**config.mk**
```make
export PLATFORM = sky130hd
export DESIGN_NAME = carryless_range_encoder
export DESIGN_NICKNAME = d
export VERILOG_FILES = /design/src/rtl/core/cre_pkg.sv /design/src/rtl/core/cre_div.sv /design/src/rtl/core/carryless_range_encoder.sv
export SDC_FILE = /design/constraint.sdc
export NUM_CORES = 1
export LEC_CHECK = 0
export BUFFER_PORTS_ARGS = -buffer_cell sky130_fd_sc_hd__buf_2
export CORE_MARGIN = 4
export CORE_UTILIZATION = 55
export CTS_BUF_LIST = sky130_fd_sc_hd__clkbuf_16
export DETAILED_ROUTE_END_ITERATION = 7
export PLACE_DENSITY = 0.71
export SYNTH_ARGS = -nofsm -noshare
export SYNTH_HDL_FRONTEND = slang
export SYNTH_SLANG_ARGS = --single-unit
```
**constraint.sdc**
```tcl
create_clock -name clk -period 8.2 [get_ports clk]
set_clock_uncertainty 0.15 [all_clocks]
set_input_delay 0.82 -clock clk [delete_from_list [all_inputs] [get_ports clk]]
set_output_delay 0.82 -clock clk [all_outputs]
set_load 0.02 [all_outputs]
```
**src/rtl/core/cre_pkg.sv**
```systemverilog
// Types and constants of the carryless range encoder.
`timescale 1ns / 1ps
package cre_pkg;

  localparam int unsigned ProbBits = 14;
  localparam int unsigned DivSteps = 32;
  localparam int unsigned MaxEmit  = 4;

  typedef enum logic [1:0] {
    CMD_INTERVAL = 2'd0,
    CMD_BIT0     = 2'd1,
    CMD_BIT1     = 2'd2,
    CMD_FLUSH    = 2'd3
  } cmd_t;

  typedef struct packed {
    cmd_t        cmd;
    logic [15:0] start_req;
    logic [15:0] size;
    logic [15:0] total;
    logic [13:0] bit_prob;
  } in_t;

  typedef struct packed {
    logic [7:0] out_byte;
    logic       last;
  } out_t;

  typedef struct packed {
    logic        start;
    logic [31:0] dividend;
    logic [15:0] divisor;
  } div_req_t;

  typedef struct packed {
    logic        done;
    logic [31:0] quotient;
  } div_rsp_t;

endpackage

```
**src/rtl/core/cre_div.sv**
```systemverilog
// Radix-2 restoring divider, 32-bit dividend by 16-bit divisor.
`timescale 1ns / 1ps
module cre_div
  import cre_pkg::*;
(
  input  logic     clk,
  input  logic     rst,
  input  div_req_t req,
  output div_rsp_t rsp
);

  localparam int unsigned CntW = $clog2(DivSteps);

  logic            busy;
  logic [CntW-1:0] cnt;
  logic [15:0]     rem;
  logic [31:0]     quo;
  logic [15:0]     divisor;
  logic            done;
  logic [16:0]     rem_sh;
  logic [16:0]     diff;
  logic            ge;

  assign rem_sh = {rem, quo[31]};
  assign diff   = rem_sh - {1'b0, divisor};
  assign ge     = rem_sh >= {1'b0, divisor};

  always_ff @(posedge clk) begin
    if (rst) begin
      busy <= 1'b0;
      done <= 1'b0;
      cnt  <= '0;
    end else begin
      done <= 1'b0;
      if (req.start) begin
        busy    <= 1'b1;
        cnt     <= '0;
        rem     <= '0;
        quo     <= req.dividend;
        divisor <= req.divisor;
      end else if (busy) begin
        quo <= {quo[30:0], ge};
        rem <= ge ? diff[15:0] : rem_sh[15:0];
        cnt <= cnt + 1'b1;
        if (cnt == CntW'(DivSteps - 1)) begin
          busy <= 1'b0;
          done <= 1'b1;
        end
      end
    end
  end

  assign rsp.done     = done;
  assign rsp.quotient = quo;

endmodule

```
**src/rtl/core/carryless_range_encoder.sv**
```systemverilog
// Carryless 32-bit range encoder top level.
// One command is taken at a time and cmd_ready stays low until its last byte
// sits in the output register. An interval command runs the 32-step divider,
// one quotient bit per cycle, then three multiply/update steps on one shared
// 32x16 multiplier (MUL_LO, MUL_RG, SET_RG) and normalizes, emitting up to
// four bytes. A bit command skips the divider. A flush emits the four bytes
// of low, one per cycle while the output register is free; output stalls
// also hold the normalize step.
`timescale 1ns / 1ps
module carryless_range_encoder
  import cre_pkg::*;
(
  input  logic clk,
  input  logic rst,
  input  logic cmd_valid,
  output logic cmd_ready,
  input  in_t  cmd_data,
  output logic byte_valid,
  input  logic byte_ready,
  output out_t byte_data
);

  typedef enum logic [2:0] {
    ST_IDLE,
    ST_DIV,
    ST_MUL_LO,
    ST_MUL_RG,
    ST_SET_RG,
    ST_NORM,
    ST_FLUSH
  } state_t;

  state_t      state;
  logic [31:0] low;
  logic [31:0] range;
  logic [31:0] q;
  logic [31:0] prod;
  logic [15:0] a_start;
  logic [15:0] a_size;
  logic [2:0]  n;
  logic [7:0]  pend;
  logic        pend_valid;

  div_req_t    div_req;
  div_rsp_t    div_rsp;

  logic        accept;
  logic        out_free;
  logic        byte_load;
  logic [15:0] mul_b;
  logic [47:0] mul_full;
  logic [31:0] sum;
  logic [31:0] diffx;
  logic [31:0] neg_low;
  logic        settled;
  logic        emit;
  logic [31:0] range_eff;
  logic [14:0] prob_one;

  assign accept    = cmd_valid && cmd_ready;
  assign out_free  = !byte_valid || byte_ready;
  assign byte_load = out_free && (((state == ST_NORM) && pend_valid) || (state == ST_FLUSH));

  assign div_req.start    = accept && (cmd_data.cmd == CMD_INTERVAL);
  assign div_req.dividend = range;
  assign div_req.divisor  = (cmd_data.total == 16'd0) ? 16'd1 : cmd_data.total;

  cre_div u_div (
    .clk (clk),
    .rst (rst),
    .req (div_req),
    .rsp (div_rsp)
  );

  assign mul_b    = (state == ST_MUL_LO) ? a_start : a_size;
  assign mul_full = q * mul_b;

  assign sum       = low + range;
  assign diffx     = low ^ sum;
  assign neg_low   = 32'd0 - low;
  assign settled   = diffx[31:24] == 8'd0;
  assign emit      = (n < 3'(MaxEmit)) && (settled || (range[31:15] == 17'd0));
  assign range_eff = settled ? range : {17'd0, neg_low[14:0]};
  assign prob_one  = 15'((1 << ProbBits)) - {1'b0, cmd_data.bit_prob};

  always_ff @(posedge clk) begin
    if (rst) begin
      state      <= ST_IDLE;
      cmd_ready  <= 1'b1;
      byte_valid <= 1'b0;
      pend_valid <= 1'b0;
      low        <= '0;
      range      <= '1;
      n          <= '0;
    end else begin
      if (byte_load) begin
        byte_valid <= 1'b1;
      end else if (byte_valid && byte_ready) begin
        byte_valid <= 1'b0;
      end
      case (state)
        ST_IDLE: begin
          if (accept) begin
            cmd_ready <= 1'b0;
            n         <= '0;
            case (cmd_data.cmd)
              CMD_INTERVAL: begin
                a_start <= cmd_data.start_req;
                a_size  <= cmd_data.size;
                state   <= ST_DIV;
              end
              CMD_BIT0: begin
                q       <= {14'd0, range[31:14]};
                a_start <= '0;
                a_size  <= {2'd0, cmd_data.bit_prob};
                state   <= ST_MUL_LO;
              end
              CMD_BIT1: begin
                q       <= {14'd0, range[31:14]};
                a_start <= {2'd0, cmd_data.bit_prob};
                a_size  <= {1'b0, prob_one};
                state   <= ST_MUL_LO;
              end
              default: begin
                state <= ST_FLUSH;
              end
            endcase
          end
        end
        ST_DIV: begin
          if (div_rsp.done) begin
            q     <= div_rsp.quotient;
            state <= ST_MUL_LO;
          end
        end
        ST_MUL_LO: begin
          prod  <= mul_full[31:0];
          state <= ST_MUL_RG;
        end
        ST_MUL_RG: begin
          low   <= low + prod;
          prod  <= mul_full[31:0];
          state <= ST_SET_RG;
        end
        ST_SET_RG: begin
          range      <= prod;
          pend_valid <= 1'b0;
          state      <= ST_NORM;
        end
        ST_NORM: begin
          if (emit) begin
            if (!pend_valid || out_free) begin
              if (pend_valid) begin
                byte_data.out_byte  <= pend;
                byte_data.last      <= 1'b0;
              end
              pend       <= low[31:24];
              pend_valid <= 1'b1;
              low        <= {low[23:0], 8'd0};
              range      <= {range_eff[23:0], 8'd0};
              n          <= n + 1'b1;
            end
          end else if (!pend_valid) begin
            cmd_ready <= 1'b1;
            state     <= ST_IDLE;
          end else if (out_free) begin
            byte_data.out_byte <= pend;
            byte_data.last     <= 1'b1;
            pend_valid         <= 1'b0;
            cmd_ready          <= 1'b1;
            state              <= ST_IDLE;
          end
        end
        ST_FLUSH: begin
          if (out_free) begin
            byte_data.out_byte <= low[31:24];
            byte_data.last     <= (n == 3'(MaxEmit - 1));
            low                <= {low[23:0], 8'd0};
            n                  <= n + 1'b1;
            if (n == 3'(MaxEmit - 1)) begin
              cmd_ready <= 1'b1;
              state     <= ST_IDLE;
            end
          end
        end
        default: begin
          state <= ST_IDLE;
        end
      endcase
    end
  end

endmodule

```
==> impl_metrics.tcl, run 1 <==
set metrics [dict create \
    min_period_ns 7.742 \
    critical_path_class "reg -> reg" \
    htreeDepth 1 \
    cp_top_family "adder cells" \
    drc_errors 0 \
    fin_crit_sh_pct 94.41 \
    cap_violations 0 \
    slew_headroom_pct 24.58 \
    crit_path_top_delay_cell "mux2_2" \
    area_growth_pct 6.993 \
    synth-edff-count 177 \
    die_h_um 226.8 \
    synthArstFlopShare_pct 0 \
    ant_nets 0 \
    grt_pass1_wl_um 107200 \
    grt-ovfl-total 0 \
    fp-row-count 79 \
    status "completed" \
    design_area_um2 28180 \
    cp_common_cell "fa_1" \
    final.setup.tns_ns 0 \
    synth_seq_cells 257 \
    initial_core_util_pct 56.10 \
    fill_cells 4012 \
    cts_buffers 27 \
    synthCells 2863 \
    antenna_cells 0 \
    wl_met2_um 32470 \
    fp.coreArea_um2 46950 \
    met3_wirelength_um 3933 \
    yosys_warnings 0 \
    synth_cell_types 77 \
    antenna_found_initial 0 \
    grt_usage_pct 25.96 \
    wirelength_um 65870 \
    ios 79 \
    slowest_delay_ns 0.54 \
    nNetsFinal 3387 \
    via_count 20417 \
    die_x_um 226.8 \
    syn-mean-instance-area_um2 9.199 \
    clk_path_buf_depth 3 \
    syn_area_um2 26340 \
    crit_buf_inv 6 \
    ys.flop_type "edfxtp_1" \
    drt_iter0_drc 1645 \
    grt_max_degree 64 \
    final-setup-viol-count 0 \
    seq_area_frac_synth_pct 26.26 \
    slew_viol_final 0 \
    crit_path_max_fanout 19 \
    hold_viol 0 \
    critPathArrivalTime_ns 7.91 \
    clk_latency_ns 0.57 \
    cts_tree "yes" \
    grt_pass1_vias 20870 \
    drive_above_1_share_pct 7.847 \
    dieArea_um2 51450 \
    root_buffer "clkbuf_16" \
    place_area_um2 27230 \
    syn_nets 3391 \
    max_freq_ghz 0.1292 \
    drtPass1Iterations 5 \
    cts_sinks 257 \
    io_buffers 78 \
    rsz0062_at_grt "no" \
    clk_pin_slew_ns 0.07 \
    tightest_slew_ns 1.131 \
    cts_hold_buf 0 \
    dp_hpwl_um 51690 \
    m1WireLength_um 27320 \
    gp_congestion 0.9180 \
    postCtsSetupRepairBufs 0 \
    start_kind "flop" \
    drt-wirelength-per-cell_um 18.89 \
    hold_class "in -> reg" \
    endpoint_kind "flop" \
    dr.max_layer_used "met4" \
    viasPerCell 5.855 \
    worstPathRequired_ns 8.37 \
]
[routing by layer]
| metal | vias up | GRT usage, % |
|---|---|---|
| met4 | 0 | 7.482 |
| met2 | 723 | 44.79 |
| li1 | 9426 | - |
| met1 | 10111 | 34.41 |
| met5 | - | 0 |
| met3 | 157 | 3.690 |
[worst register-to-register path, cell delays in order (launching register included)]
cell and delay [ns]:
dfxtp_1 0.32, clkinv_1 0.17, nand2_1 0.17, nor2_1 0.15, buf_4 0.30, mux2_2 0.54, and2_1 0.25, fa_1 0.50
inv_1 0.05, fa_1 0.46, fa_1 0.53, inv_1 0.06, fa_1 0.48, fa_1 0.49, inv_1 0.05, fa_1 0.48
inv_1 0.05, ha_1 0.34, and2_1 0.20, a22o_1 0.20, a311oi_1 0.53, o21ai_1 0.29, a21boi_1 0.30, o2111ai_1 0.17
o211a_1 0.17, xnor2_1 0.12
[metrics by stage]
step                worst slack (ns)  util (%)  hold slack, ns  std cells
floorplan                     0.6556         -          0.3033       2863
global placement              0.5047     58.01          0.3183       3437
detailed placement            0.1885     58.01          0.3403       3437
CTS                           0.1643     59.99          0.2637       3487
global route                 0.02741     60.02          0.2663       3487
finish                        0.4584     60.02          0.2848       3487
[cell type report]
cell class / instances / area, µm² / share of cell area (%)
Clock inverter: 23 / 256.5 / 0.9102
Multi-Input combinational cell: 2062 / 17420 / 61.83
Inverter: 398 / 1494 / 5.301
Timing Repair Buffer: 113 / 653.1 / 2.318
Clock buffer: 27 / 675.6 / 2.398
Tap cell: 607 / 759.5 / 2.695
Sequential cell: 257 / 6918 / 24.55
[final timing paths]
| check | cells after the start | startpoint | slack [ns] | end |
|---|---|---|---|---|
| max | 25 | state[0]$_SDFFE_PP0P_ | 0.46 | prod[31]$_DFFE_PP_ |
| max reg2reg | 25 | state[0]$_SDFFE_PP0P_ | 0.46 | prod[31]$_DFFE_PP_ |
| min | 1 | cmd_data[28] | 0.28 | u_div.divisor[14]$_SDFFCE_PN0P_ |
| min reg2reg | 2 | n[1]$_SDFFE_PP0P_ | 0.35 | n[1]$_SDFFE_PP0P_ |
[state kept, by name (all words and copies together) (netlist names), 16 cells and up]
| signal | flops |
|---|---|
| a_size | 16 |
| a_start | 16 |
| low | 32 |
| prod | 32 |
| q | 32 |
| range | 32 |
| u_div.divisor | 16 |
| u_div.quo | 32 |
| u_div.rem | 16 |
[repair_timing]
action,in CTS,in global routing
hold endpoints to repair,0,0
resized for setup,0,6
setup endpoints to repair,0,3
[synth_stat cells, types with 24 or more instances]
cell | n | share of area, %
a211o_1 | 29 | 0.96
a211oi_1 | 41 | 1.2
a21o_1 | 36 | 1.0
a21oi_1 | 118 | 2.2
and2_1 | 158 | 3.8
clkbuf_1 | 130 | 1.9
dfxtp_1 | 80 | 6.1
edfxtp_1 | 177 | 20
fa_1 | 306 | 23
ha_1 | 154 | 7.3
inv_1 | 396 | 5.6
mux2_2 | 41 | 1.8
mux2i_1 | 33 | 1.3
nand2_1 | 453 | 6.5
nand3_1 | 41 | 0.78
nor2_1 | 147 | 2.1
nor2b_1 | 24 | 0.57
nor3_1 | 38 | 0.72
o21ai_0 | 75 | 1.4
xnor2_1 | 81 | 2.7
xor2_1 | 36 | 1.2
[logic make-up after synthesis]
family	after synthesis	synth area share, %
flip-flops	257	26.26
multiplexers	74	3.007
buffers and inverters	544	7.834
XOR/XNOR	117	3.891
AND/OR/NAND/NOR	972	17.22
adder cells (fa/ha/maj)	460	30.57
AO/OA/AOI/OAI	439	11.21
[cells in the final DEF (no fill, tap or decap), drive strengths merged, types with 12 or more instances in the layout]
cell type and n:
and3 16, o211ai 12, a31oi 20, xor2 36
a211o 29, nor4 22, ha 154, o21ai 75
inv 400, o21bai 13, a21oi 119, buf 113
dfxtp 80, fa 306, and2 158, nand2 453
nor3 38, nor2b 24, clkbuf 27, nand2b 20
or3 12, clkinv 12, nand3 42, mux2i 33
a21o 36, nor2 147, a311oi 14, nand4 17
xnor2 81, a211oi 41, mux2 41, edfxtp 177
Power of run 1 is not shown: default switching activity piles up to over one toggle a cycle in this logic, so the estimate is an artifact.
==> run 2, diff against run 1 <==
==> constraint.sdc (replaced) <==
create_clock -name clk -period 8.99 [get_ports clk]
set_clock_uncertainty 0.15 [all_clocks]
set_input_delay 1.798 -clock clk [delete_from_list [all_inputs] [get_ports clk]]
set_output_delay 1.798 -clock clk [all_outputs]
set_load 0.02 [all_outputs]
==> impl_metrics.tcl, run 2 (synthesis results as in run 1) <==
set metrics [dict create \
    gp_congestion 0.9498 \
    design_area_um2 28130 \
    initial_core_util_pct 56.10 \
    hold_viol 0 \
    clk_path_buf_depth 3 \
    viasPerCell 5.851 \
    io_buffers 78 \
    drive_above_1_share_pct 7.397 \
    slowest_delay_ns 0.66 \
    fin_hold_ws_ns 0.3497 \
    cts_buffers 28 \
    antenna_found_initial 0 \
    holdPathStages 2 \
    ant_nets 0 \
    dieArea_um2 51450 \
    wirelength_um 65240 \
    ios 79 \
    grt_usage_pct 25.84 \
    crit_path_max_fanout 28 \
    via_count 20319 \
    drt-wirelength-per-cell_um 18.78 \
    slew_headroom_pct 24.92 \
    drtPass1Iterations 8 \
    most-common-layout-cells "nand2_1 (453), inv_1 (396), fa_1 (306), edfxtp_1 (177), and2_1 (158)" \
    htreeDepth 1 \
    min_from "n[1]$_SDFFE_PP0P_" \
    rr_endpoint "prod[31]$_DFFE_PP_" \
    clk_latency_ns 0.59 \
    die_x_um 226.8 \
    final.setup.tns_ns 0 \
    grt_pass1_vias 20955 \
    r2r_start "state[0]$_SDFFE_PP0P_" \
    slew_viol_final 0 \
    critical_path_class "reg -> reg" \
    cp_common_cell "fa_1" \
    cts_tree "yes" \
    start_kind "flop" \
    fin_crit_sh_pct 95.74 \
    place_area_um2 27110 \
    grt-ovfl-total 0 \
    status "completed" \
    cap_violations 0 \
    reg2reg_depth 25 \
    nNetsFinal 3372 \
    max_freq_ghz 0.1162 \
    antenna_cells 0 \
    drc_errors 0 \
    crit_path_top_delay_cell "a311oi_1" \
    r2r_slack_ns 0.38 \
    grt_pass1_wl_um 107100 \
    cts_sinks 257 \
    endpoint_kind "flop" \
    grt_max_degree 64 \
    die_h_um 226.8 \
    hold_class "reg -> reg" \
    min_period_ns 8.607 \
    rsz0062_at_grt "no" \
    worstPathRequired_ns 9.17 \
    dp_hpwl_um 50100 \
    final-setup-viol-count 0 \
    clk_pin_slew_ns 0.07 \
    layout_commonest_cell "nand2_1" \
    critPathArrivalTime_ns 8.79 \
    fp.coreArea_um2 46950 \
    area_growth_pct 6.793 \
    hold_path_end "n[1]$_SDFFE_PP0P_" \
    fp-row-count 79 \
    tightest_slew_ns 1.125 \
    root_buffer "clkbuf_16" \
    drt_iter0_drc 1534 \
]
run 2: worst max-delay path by stage:
stage | startpoint | end | slack [ns] | cells after the start
after floorplan | state[0]$_SDFFE_PP0P_ | prod[31]$_DFFE_PP_ | 1.45 | 28
after global placement | state[0]$_SDFFE_PP0P_ | prod[31]$_DFFE_PP_ | 0.66 | 25
after detailed placement | state[0]$_SDFFE_PP0P_ | prod[31]$_DFFE_PP_ | 0.41 | 25
after CTS | state[0]$_SDFFE_PP0P_ | prod[31]$_DFFE_PP_ | 0.39 | 25
after global routing | state[0]$_SDFFE_PP0P_ | prod[31]$_DFFE_PP_ | 0.08 | 25
final | state[0]$_SDFFE_PP0P_ | prod[31]$_DFFE_PP_ | 0.38 | 25
run 2: worst max-delay path: cells and delay by family, from the launching register on:
family                   cells  cell delay (ns)
XOR/XNOR                     1             0.13
flip-flops                   1             0.42
AO/OA/AOI/OAI                6             1.86
AND/OR/NAND/NOR              4             1.13
buffers and inverters        6             0.73
multiplexers                 1             0.58
adder cells (fa/ha/maj)      7             3.33
run 2: timing repair:
item,4_1_cts,5_1_grt
buffers inserted,0,0
endpoints found under the hold margin,0,0
endpoints found under the setup margin,0,1
hold buffers,0,0
gates resized for setup,0,1
run 2: cell type report:
class                           count  area, µm²
Sequential cell                   257       6917
Clock inverter                     24      311.5
Timing Repair Buffer               97      533.0
Multi-Input combinational cell   2062      17410
Clock buffer                       28      700.7
Inverter                          398       1494
Fill cell                        4012      18820
Tap cell                          607      759.5
run 2: metal layers:
| metal | share of wire (%) | global-route usage, % | vias to the layer above |
|---|---|---|---|
| li1 | - | - | 9404 |
| met1 | 42 | 34.89 | 10093 |
| met2 | 49 | 44.11 | 670 |
| met3 | 5.6 | 2.628 | 152 |
| met4 | 3.5 | 8.523 | 0 |
| met5 | 0 | 0 | - |
run 2: stage by stage:
stage                     cells  utilization (%)  setup WS, ns
after detailed placement   3421            57.75        0.4147
after global placement     3421            57.75        0.6569
after global routing       3473            59.91       0.08085
after floorplan            2863                -         1.446
final                      3473            59.91        0.3827
after CTS                  3473            59.91        0.3877
Power of run 2 is left out for the same reason.
==> run 3, diff against run 2 <==
--- a/config.mk
+++ b/config.mk
@@ -10,7 +10,8 @@
 export CORE_UTILIZATION = 55
 export CTS_BUF_LIST = sky130_fd_sc_hd__clkbuf_16
 export DETAILED_ROUTE_END_ITERATION = 7
-export PLACE_DENSITY = 0.71
+export PLACE_DENSITY = 0.74
+export SLEW_MARGIN = 20
 export SYNTH_ARGS = -nofsm -noshare
 export SYNTH_HDL_FRONTEND = slang
 export SYNTH_SLANG_ARGS = --single-unit
==> impl_metrics.tcl, run 3 (synthesis results as in run 1) <==
set metrics [dict create \
    io_buffers 78 \
    worstSetupEndpoint "prod[31]$_DFFE_PP_" \
    rsz0062_at_grt "no" \
    hold_viol 0 \
    dieArea_um2 51450 \
    max_freq_ghz 0.1175 \
    wirelength_um 65160 \
    min_from "n[1]$_SDFFE_PP0P_" \
    tightest_slew_ns 1.044 \
    status "completed" \
    slew_headroom_pct 30.27 \
    cts_sinks 257 \
    die_x_um 226.8 \
    drive_above_1_share_pct 7.148 \
    drt-wirelength-per-cell_um 18.75 \
    viasPerCell 5.873 \
    dp_slack_ns 0.4798 \
    final-setup-viol-count 0 \
    layout_commonest_cell "nand2_1" \
    grt-ovfl-total 0 \
    cts_hold_buf 0 \
    drt_iter0_drc 1486 \
    root_buffer "clkbuf_16" \
    grt_pass1_wl_um 106600 \
    r2r_start "state[0]$_SDFFE_PP0P_" \
    area_growth_pct 6.489 \
    critical_path_class "reg -> reg" \
    dp_hpwl_um 50440 \
    cts_tree "yes" \
    fp-row-count 79 \
    worstPathRequired_ns 9.17 \
    hold_class "reg -> reg" \
    antenna_cells 0 \
    setup_slack_ns 0.4797 \
    die_h_um 226.8 \
    endpoint_kind "flop" \
    final.setup.tns_ns 0 \
    start_kind "flop" \
    htreeDepth 1 \
    grt_pass1_vias 20813 \
    most-common-layout-cells "nand2_1 (453), inv_1 (401), fa_1 (306), edfxtp_1 (177), and2_1 (158)" \
    crit_path_max_fanout 28 \
    r2r_slack_ns 0.48 \
    ios 79 \
    grt_max_degree 83 \
    fp.coreArea_um2 46950 \
    gp_congestion 0.9184 \
    fin_crit_sh_pct 94.66 \
    slew_viol_final 0 \
    rr_endpoint "prod[31]$_DFFE_PP_" \
    clk_latency_ns 0.58 \
    via_count 20409 \
    drc_errors 0 \
    cts_buffers 28 \
    clk_pin_slew_ns 0.07 \
    drtPass1Iterations 6 \
    cap_violations 0 \
    reg2reg_depth 25 \
    clk_path_buf_depth 3 \
    critPathArrivalTime_ns 8.69 \
    nNetsFinal 3374 \
    antenna_found_initial 0 \
    cp-startpoint "state[0]$_SDFFE_PP0P_" \
    grt_usage_pct 25.62 \
    ant_nets 0 \
    initial_core_util_pct 56.10 \
    min_period_ns 8.510 \
]
## run 3: cell count changes in the layout (fill, tap and decap cells not counted)
| cell | change |
|---|---|
| clkinv_1 | +4 |
| buf_4 | +2 |
| o21bai_2 | -1 |
| bufinv_16 | -4 |
| inv_6 | +1 |
| o21bai_4 | +1 |
| inv_1 | +5 |
| clkinvlp_4 | -6 |
| clkbuf_16 | +1 |
| clkinv_2 | -1 |
## run 3: area by class of cell
type                            count  area, µm²
Clock buffer                       29      725.7
Multi-Input combinational cell   2062      17420
Inverter                          398       1494
Sequential cell                   257       6917
Fill cell                        3975      18900
Clock inverter                     23      183.9
Tap cell                          607      759.5
Timing Repair Buffer               99      548.0
## run 3: worst min path at each step
| stage | to | slack [ns] | depth (start not counted) |
|---|---|---|---|
| after detailed placement | n[1]$_SDFFE_PP0P_ | 0.32 | 2 |
| after CTS | n[1]$_SDFFE_PP0P_ | 0.33 | 2 |
| after global routing | pend[7]$_DFFE_PP_ | 0.39 | 0 |
| after global placement | n[1]$_SDFFE_PP0P_ | 0.31 | 2 |
| final | n[1]$_SDFFE_PP0P_ | 0.33 | 2 |
| after floorplan | n[1]$_SDFFE_PP0P_ | 0.30 | 2 |
## run 3: timing repair
action | CTS | global route
resized for setup | 0 | 1
endpoints found under the setup margin | 0 | 1
buffers inserted | 0 | 0
## run 3: stage by stage
stage / utilization [%] / std cells / hold slack [ns] / area [µm²]
2_1_floorplan: - / 2863 / 0.3033 / 26340
3_3_place_gp: 57.78 / 3423 / 0.3142 / 27130
3_5_place_dp: 57.78 / 3423 / 0.3210 / 27130
4_1_cts: 59.72 / 3475 / 0.3301 / 28040
5_1_grt: 59.74 / 3475 / 0.3910 / 28050
6_report: 59.74 / 3475 / 0.3300 / 28050
## run 3: metal layers
layer | routed length, µm | GRT usage, %
met2 | 32720 | 44.60
met1 | 26710 | 34.34
met4 | 1974 | 7.148
met5 | 0 | 0
met3 | 3756 | 2.654
## run 3: critical path, cell delays in order (launching register included)
cell,delay (ns)
dfxtp_1,0.59
clkinv_1,0.37
nand2_1,0.27
nor2_1,0.14
buf_4,0.21
mux2_2,0.51
and2_1,0.28
fa_1,0.54
inv_1,0.05
fa_1,0.46
fa_1,0.51
inv_1,0.06
fa_1,0.49
fa_1,0.49
inv_1,0.05
fa_1,0.47
inv_1,0.04
ha_1,0.34
and2_1,0.20
a22o_1,0.20
a311oi_1,0.66
o21ai_1,0.33
a21boi_0,0.36
o2111ai_1,0.19
o211a_1,0.16
xnor2_1,0.12
Power of run 3 is left out for the same reason.
